## config.mk

```make
export PLATFORM = sky130hd
export DESIGN_NAME = tttb_ctrl
export DESIGN_NICKNAME = d
export VERILOG_FILES = /design/src/sv/tttb_pkg.sv /design/src/sv/tttb_ctrl.sv
export SDC_FILE = /design/constraint.sdc
export NUM_CORES = 1
export LEC_CHECK = 0
export BUFFER_PORTS_ARGS = -buffer_cell sky130_fd_sc_hd__buf_2
export CAP_MARGIN = 20
export CELL_PAD_IN_SITES_DETAIL_PLACEMENT = 0
export CELL_PAD_IN_SITES_GLOBAL_PLACEMENT = 1
export CORE_ASPECT_RATIO = 0.8
export CORE_MARGIN = 2
export CORE_UTILIZATION = 32
export CTS_BUF_LIST = sky130_fd_sc_hd__clkbuf_4
export CTS_CLUSTER_DIAMETER = 100
export DETAILED_ROUTE_END_ITERATION = 10
export GPL_ROUTABILITY_DRIVEN = 0
export PLACE_DENSITY = 0.84
export SYNTH_ARGS = -nofsm -noshare
export SYNTH_HDL_FRONTEND = slang
export SYNTH_SLANG_ARGS = --single-unit
export TNS_END_PERCENT = 5
```

## constraint.sdc

```tcl
create_clock -name clk -period 3.6 [get_ports clk]
set_input_delay 0.54 -clock clk [delete_from_list [all_inputs] [get_ports clk]]
set_output_delay 0.54 -clock clk [all_outputs]
set_load 0.02 [all_outputs]
```

## src/sv/tttb_pkg.sv

```systemverilog
`default_nettype none
// ----------------------------------------------------------------------------
// tttb_pkg
// Shared types and constants for the text tile blank tracker.
// ----------------------------------------------------------------------------
package tttb_pkg;

  localparam int unsigned TILE_COUNT_DEF = 4096;
  localparam int unsigned TILE_W         = 12;  // tile number field width
  localparam int unsigned ADDR_W         = 17;
  localparam int unsigned BYTE_W         = 8;
  localparam int unsigned WORD_W         = 32;  // store word: four bytes of a tile
  localparam int unsigned WORDS_PER_TILE = 8;
  localparam int unsigned WSEL_W         = $clog2(WORDS_PER_TILE);
  localparam int unsigned LANES          = WORD_W / BYTE_W;
  localparam int unsigned LANE_W         = $clog2(LANES);
  localparam int unsigned CNT_W          = WSEL_W + 1;

  typedef enum logic {
    OP_WRITE = 1'b0,
    OP_READ  = 1'b1
  } op_t;

  typedef enum logic [2:0] {
    ST_CLEAR,
    ST_IDLE,
    ST_REDUCE,
    ST_READ,
    ST_MERGE,
    ST_SCAN,
    ST_DONE
  } state_t;

  // store write controls
  typedef struct packed {
    logic word_we;
    logic flag_we;
    logic flag_wdata;
  } st_ctl_t;

endpackage : tttb_pkg
`default_nettype wire

```

## src/sv/tttb_ctrl.sv

```systemverilog
`default_nettype none
// ----------------------------------------------------------------------------
// tttb_ctrl
// Sequencer: clear sweep, tile wrap, read-modify-write and word-by-word rescan.
// ----------------------------------------------------------------------------
module tttb_ctrl #(
  parameter int unsigned TILE_COUNT = tttb_pkg::TILE_COUNT_DEF
) (
  input  wire                                    clk,
  input  wire                                    rst_n,
  input  wire                                    in_valid,
  output logic                                   in_ready,
  input  wire                                    in_op,
  input  wire [tttb_pkg::ADDR_W-1:0]             in_addr,
  input  wire [tttb_pkg::BYTE_W-1:0]             in_data,
  input  wire [tttb_pkg::TILE_W-1:0]             in_query,
  input  wire                                    slot_free,
  output logic                                   done,
  output logic [tttb_pkg::TILE_W-1:0]            res_tile,
  output logic                                   res_blank,
  output tttb_pkg::st_ctl_t                      ctl,
  output logic [$clog2(TILE_COUNT)+tttb_pkg::WSEL_W-1:0] word_waddr,
  output logic [$clog2(TILE_COUNT)+tttb_pkg::WSEL_W-1:0] word_raddr,
  output logic [tttb_pkg::WORD_W-1:0]            word_wdata,
  input  wire [tttb_pkg::WORD_W-1:0]             word_rdata,
  output logic [$clog2(TILE_COUNT)-1:0]          flag_waddr,
  output logic [$clog2(TILE_COUNT)-1:0]          flag_raddr,
  input  wire                                    flag_rdata
);
  import tttb_pkg::*;

  localparam int unsigned TW  = $clog2(TILE_COUNT);
  localparam int unsigned AW  = TW + WSEL_W;
  // tile numbers stay below 2**TILE_W, so a larger store never wraps
  localparam int unsigned LIM = (TILE_COUNT > (1 << TILE_W)) ? (1 << TILE_W) : TILE_COUNT;
  localparam logic [TILE_W:0]   LIM_V    = (TILE_W + 1)'(LIM);
  localparam logic [TILE_W-1:0] LIM_LO   = TILE_W'(LIM);
  localparam logic [AW-1:0]     CLR_LAST = AW'(TILE_COUNT * WORDS_PER_TILE - 1);
  localparam logic [CNT_W-1:0]  CNT_END  = CNT_W'(WORDS_PER_TILE);

  state_t              state_r, state_nxt;
  logic [AW-1:0]       clr_r, clr_nxt;
  op_t                 op_r, op_nxt;
  logic [TILE_W-1:0]   tile_r, tile_nxt;
  logic [TILE_W-1:0]   red_r, red_nxt;
  logic [WSEL_W-1:0]   word_r, word_nxt;
  logic [LANE_W-1:0]   lane_r, lane_nxt;
  logic [BYTE_W-1:0]   data_r, data_nxt;
  logic [CNT_W-1:0]    cnt_r, cnt_nxt;
  logic                nz_r, nz_nxt;
  logic                blank_r, blank_nxt;

  logic                red_ge;
  logic [TW-1:0]       st_idx;
  logic [BYTE_W-1:0]   old_byte;
  logic [WORD_W-1:0]   merged;
  logic                need_scan;
  logic                scan_last;

  assign red_ge    = {1'b0, red_r} >= LIM_V;
  assign st_idx    = TW'(red_r);
  assign old_byte  = word_rdata[lane_r*BYTE_W +: BYTE_W];
  assign need_scan = (op_r == OP_WRITE) && (data_r == '0) && !flag_rdata && (old_byte != '0);
  assign scan_last = (cnt_r == CNT_END);

  always_comb begin
    merged = word_rdata;
    for (int i = 0; i < LANES; i++) begin
      if (lane_r == LANE_W'(i)) begin
        merged[i*BYTE_W +: BYTE_W] = data_r;
      end
    end
  end

  // next state
  always_comb begin
    state_nxt = state_r;
    case (state_r)
      ST_CLEAR:  if (clr_r == CLR_LAST) state_nxt = ST_IDLE;
      ST_IDLE:   if (in_valid) state_nxt = ST_REDUCE;
      ST_REDUCE: if (!red_ge) state_nxt = ST_READ;
      ST_READ:   state_nxt = ST_MERGE;
      ST_MERGE:  state_nxt = need_scan ? ST_SCAN : ST_DONE;
      ST_SCAN:   if (scan_last) state_nxt = ST_DONE;
      ST_DONE:   if (slot_free) state_nxt = ST_IDLE;
      default:   state_nxt = ST_CLEAR;
    endcase
  end

  // outputs
  always_comb begin
    in_ready       = 1'b0;
    done           = 1'b0;
    ctl.word_we    = 1'b0;
    ctl.flag_we    = 1'b0;
    ctl.flag_wdata = 1'b0;
    word_waddr     = {st_idx, word_r};
    word_raddr     = {st_idx, word_r};
    word_wdata     = merged;
    flag_waddr     = st_idx;
    flag_raddr     = st_idx;
    case (state_r)
      ST_CLEAR: begin
        ctl.word_we    = 1'b1;
        ctl.flag_we    = 1'b1;
        ctl.flag_wdata = 1'b1;
        word_waddr     = clr_r;
        word_wdata     = '0;
        flag_waddr     = clr_r[AW-1:WSEL_W];
      end
      ST_IDLE:  in_ready = 1'b1;
      ST_MERGE: begin
        if (op_r == OP_WRITE) begin
          ctl.word_we = 1'b1;
          ctl.flag_we = (data_r != '0);
        end
      end
      ST_SCAN: begin
        word_raddr = {st_idx, cnt_r[WSEL_W-1:0]};
        if (scan_last) begin
          ctl.flag_we    = 1'b1;
          ctl.flag_wdata = !(nz_r || (word_rdata != '0));
        end
      end
      ST_DONE:  done = slot_free;
      default: ;
    endcase
  end

  // datapath
  always_comb begin
    clr_nxt   = clr_r;
    op_nxt    = op_r;
    tile_nxt  = tile_r;
    red_nxt   = red_r;
    word_nxt  = word_r;
    lane_nxt  = lane_r;
    data_nxt  = data_r;
    cnt_nxt   = cnt_r;
    nz_nxt    = nz_r;
    blank_nxt = blank_r;
    case (state_r)
      ST_CLEAR: clr_nxt = clr_r + AW'(1);
      ST_IDLE: begin
        if (in_valid) begin
          op_nxt   = op_t'(in_op);
          tile_nxt = (op_t'(in_op) == OP_WRITE) ? in_addr[ADDR_W-1:5] : in_query;
          red_nxt  = (op_t'(in_op) == OP_WRITE) ? in_addr[ADDR_W-1:5] : in_query;
          // in-tile swizzle: word from bits 2:0, lane from ~bit 4 and bit 3
          word_nxt = in_addr[2:0];
          lane_nxt = {~in_addr[4], in_addr[3]};
          data_nxt = in_data;
        end
      end
      ST_REDUCE: if (red_ge) red_nxt = red_r - LIM_LO;
      ST_MERGE: begin
        cnt_nxt = '0;
        nz_nxt  = 1'b0;
        if (op_r == OP_WRITE && data_r != '0) blank_nxt = 1'b0;
        else                                 blank_nxt = flag_rdata;
      end
      ST_SCAN: begin
        cnt_nxt = cnt_r + CNT_W'(1);
        // read data is registered, so it belongs to the address issued in the cycle before
        if (cnt_r != '0) nz_nxt = nz_r || (word_rdata != '0);
        if (scan_last) blank_nxt = !(nz_r || (word_rdata != '0));
      end
      default: ;
    endcase
  end

  always_ff @(posedge clk) begin
    if (!rst_n) begin
      state_r <= ST_CLEAR;
      clr_r   <= '0;
    end else begin
      state_r <= state_nxt;
      clr_r   <= clr_nxt;
    end
  end

  always_ff @(posedge clk) begin
    op_r    <= op_nxt;
    tile_r  <= tile_nxt;
    red_r   <= red_nxt;
    word_r  <= word_nxt;
    lane_r  <= lane_nxt;
    data_r  <= data_nxt;
    cnt_r   <= cnt_nxt;
    nz_r    <= nz_nxt;
    blank_r <= blank_nxt;
  end

  assign res_tile  = tile_r;
  assign res_blank = blank_r;

  a_clear_writes_zero: assert property (@(posedge clk) disable iff (!rst_n)
    (state_r == ST_CLEAR) |-> (ctl.word_we && word_wdata == '0 && ctl.flag_wdata))
    else $error("clear sweep must write zero bytes and set flags");

  a_scan_no_word_write: assert property (@(posedge clk) disable iff (!rst_n)
    (state_r == ST_SCAN) |-> !ctl.word_we)
    else $error("word store written during rescan");

  a_flag_set_source: assert property (@(posedge clk) disable iff (!rst_n)
    (ctl.flag_we && ctl.flag_wdata && state_r != ST_CLEAR) |-> (state_r == ST_SCAN))
    else $error("blank flag set outside rescan");

  a_tile_wrapped: assert property (@(posedge clk) disable iff (!rst_n)
    (state_r == ST_READ) |-> ({1'b0, red_r} < LIM_V))
    else $error("store tile index not wrapped");

endmodule : tttb_ctrl
`default_nettype wire

```

==> flow_metrics.py <==
metrics = {
    "hold_path": {
        "min_from": "in_data[7]",
        "hp-class": "in -> reg",
        "holdPathEnd": "data_r[7]$_DFFE_PP_",
        "min_path_cells": 1,
    },
    "drt": {
        "antenna_left": 0,
        "viasPerCell": 4.77,
        "dr.pass1.iters": 4,
        "routed_wl_mm": 9.41,
        "remaining_drc_errors": 0,
        "wl_per_cell_um": 14.7,
        "num_vias": 3064,
        "drt_iter0_drc": 149,
    },
    "floorplanning": {
        "fp.dieW_um": 117,
        "fp.coreArea_um2": 10100,
        "start_util": 0.326,
        "dieArea_um2": 11100,
        "die_h_um": 94.8,
        "ios": 179,
        "rows": 33,
    },
    "placement": {
        "numPlacedInstances": 634,
        "dpl-instance-area_um2": 4040,
        "detailed_place_hpwl_mm": 7.46,
        "port_buffers": 178,
        "place_ws_ns": 0.877,
    },
    "clock_tree": {
        "cts_setup_buffers": 0,
        "clock_latency_ns": 0.37,
        "post_cts_resize_count": 0,
        "clock_sinks": 50,
        "ctsHoldBuffers": 0,
        "cts_tree": "built",
        "htree_levels": 2,
        "numCtsBuffers": 5,
        "clk_pin_slew_ns": 0.15,
        "ctsRootBufferMaster": "clkbuf_4",
        "clockBufferDepth": 2,
    },
    "final_layout": {
        "nets": 579,
        "num_antenna_cells": 0,
        "design_area_um2": 4120,
        "final-seq-area_um2": 1320,
        "final_cells": 642,
        "fin_util": 0.407,
        "multi_input_area_um2": 1600,
        "syn_to_final_growth_pct": 25.0,
        "fill_cells": 1031,
        "drive_above_1_share": 0.450,
    },
    "global_routing": {
        "grt_pass1_vias": 2842,
        "overflow": 0,
        "grt_antenna_before_repair": 0,
        "grt_max_degree": 34,
        "grt_pass1_wl_mm": 14.4,
        "grt.total_usage": 0.160,
    },
    "timing": {
        "worst_pin_slew_ns": 0.678,
        "period_share": 0.763,
        "relSlewSlack": 0.548,
        "setup_ws_ns": 0.852,
        "slew_viol_final": 0,
        "rsz0062_at_grt": "false",
        "min_period_ns": 2.75,
        "finClkSkew_ns": 0.0131,
        "setup_viol": 0,
        "hold_viol_final": 0,
        "tns_ns": 0,
        "fmax_ghz": 0.364,
    },
    "setup_path": {
        "ff2ff_path_depth": 6,
        "r2r-start": "state_r[2]$_SDFFE_PN0P_",
        "path_class": "reg -> out",
        "reg2reg_to": "clr_r[9]$_SDFFE_PN0P_",
        "startpoint": "state_r[0]$_SDFFE_PN0P_",
        "path_cells": "nor2b_1 > nand2_1 > mux2_2 > buf_2",
        "cp.buffers_inverters": 1,
        "critical_path_required_ns": 3.06,
        "crit_path_top_delay_cell": "dfxtp_1",
        "start_kind": "flop",
        "end_kind": "primary output",
        "critical_path_arrival_ns": 2.21,
        "slowest_delay_ns": 0.62,
        "crit_family": "simple AND/OR/NAND/NOR gates",
        "worst-r2r-setup-slack_ns": 1.62,
        "crit_fanout": 12,
    },
    "power": {
        "leakage_nw": 1.91,
        "vdd_drop_max_v": 0.000242,
        "powerDensity_nw_per_um2": 543,
    },
    "synth": {
        "postSynthAreaPerCell_um2": 8.95,
        "synth_largest_area_cell": "edfxtp_1",
        "ys_ff_latch": 50,
        "yosysSeqAreaShare": 0.401,
        "async_reset_ff_frac": 0,
        "synthDistinctLibCells": 40,
        "synth_edf_count": 32,
        "ys.flop_type": "edfxtp_1",
        "synth_cells": 368,
        "synth_top_area_frac": 0.292,
        "synthesis.area_um2": 3290,
        "synth.area.top_cells": "edfxtp_1 (29%), dfxtp_1 (11%), mux2_2 (9.6%)",
        "synth_nets": 446,
        "yosysWarnings": 0,
    },
    "outcome": {
        "outcome": "completed",
    },
    "run": {
        "maxCapViolations": 0,
    },
}
==> cell usage in the layout (no fill, tap or decap), types with 12 or more instances in the layout <==
master / n
edfxtp_1: 32
mux2_2: 28
nand3_1: 14
and2_1: 12
buf_2: 178
dfxtp_1: 18
a21oi_1: 38
o21ai_0: 19
nand2_1: 65
==> state kept, by name, summed over array words and instances (netlist names) <==
register and flops:
cnt_r 4, word_r 3, data_r 8, clr_r 15
state_r 3, op_r 1, lane_r 2, flag_raddr 12
nz_r 1, res_blank 1
==> per-layer routing <==
metal	track usage	vias to the layer above	part of all wire
met1	0.226	1437	0.45
met5	0	-	0
met4	0.0412	0	0.012
met2	0.255	85	0.48
li1	-	1532	-
met3	0.0296	10	0.053
==> stage by stage <==
| step | hold WS, ns | total power, mW |
|---|---|---|
| detailed placement | 0.503 | 1.92 |
| global route | 0.306 | 2.36 |
| finish | 0.340 | 2.24 |
| floorplan | 0.462 | 1.61 |
| CTS | 0.313 | 2.26 |
| global placement | 0.496 | 1.91 |
==> cells in the mapped netlist (all sizes together) (4+ instances only) <==
library cell and number:
a21boi 4, a21oi 38, and2 12, and3 8
and4 4, buf 48, clkbuf 7, dfxtp 18
edfxtp 32, inv 6, mux2 28, nand2 65
nand2b 4, nand3 16, nand4 5, nor2 7
nor2b 7, nor4 11, o21ai 19, xnor2 11
==> where the power goes <==
part           total, mW  switching [mW]  internal (mW)
registers          0.762          0.0879          0.675
clock network      0.336           0.188          0.148
logic               1.14           0.734          0.404
==> cell families after synthesis <==
family,after synthesis,share of synthesized area
and+or+nand+nor,144,0.227
AOI/OAI and AO/OA,68,0.113
muxes,29,0.0987
adders and majority gates,3,0.0114
DFF,50,0.401
buffers and inverters,61,0.114
xor gates and xnor gates,13,0.0346
==> area by class of cell <==
class,count,area share
multi-input cells,257,0.389
well taps,140,0.0426
inverters,6,0.00547
repair buffers,181,0.222
clock inverters,3,0.0106
flip-flops and latches,50,0.321
clock buffers,5,0.00912
==> worst max path at each step <==
stage | endpoint | cells past startpoint
2_1_floorplan | ctl[0] | 4
3_3_place_gp | ctl[0] | 6
3_5_place_dp | ctl[0] | 6
4_1_cts | word_raddr[2] | 4
5_1_grt | word_raddr[2] | 4
6_report | word_raddr[2] | 4
(Power assumes the default switching activity.)
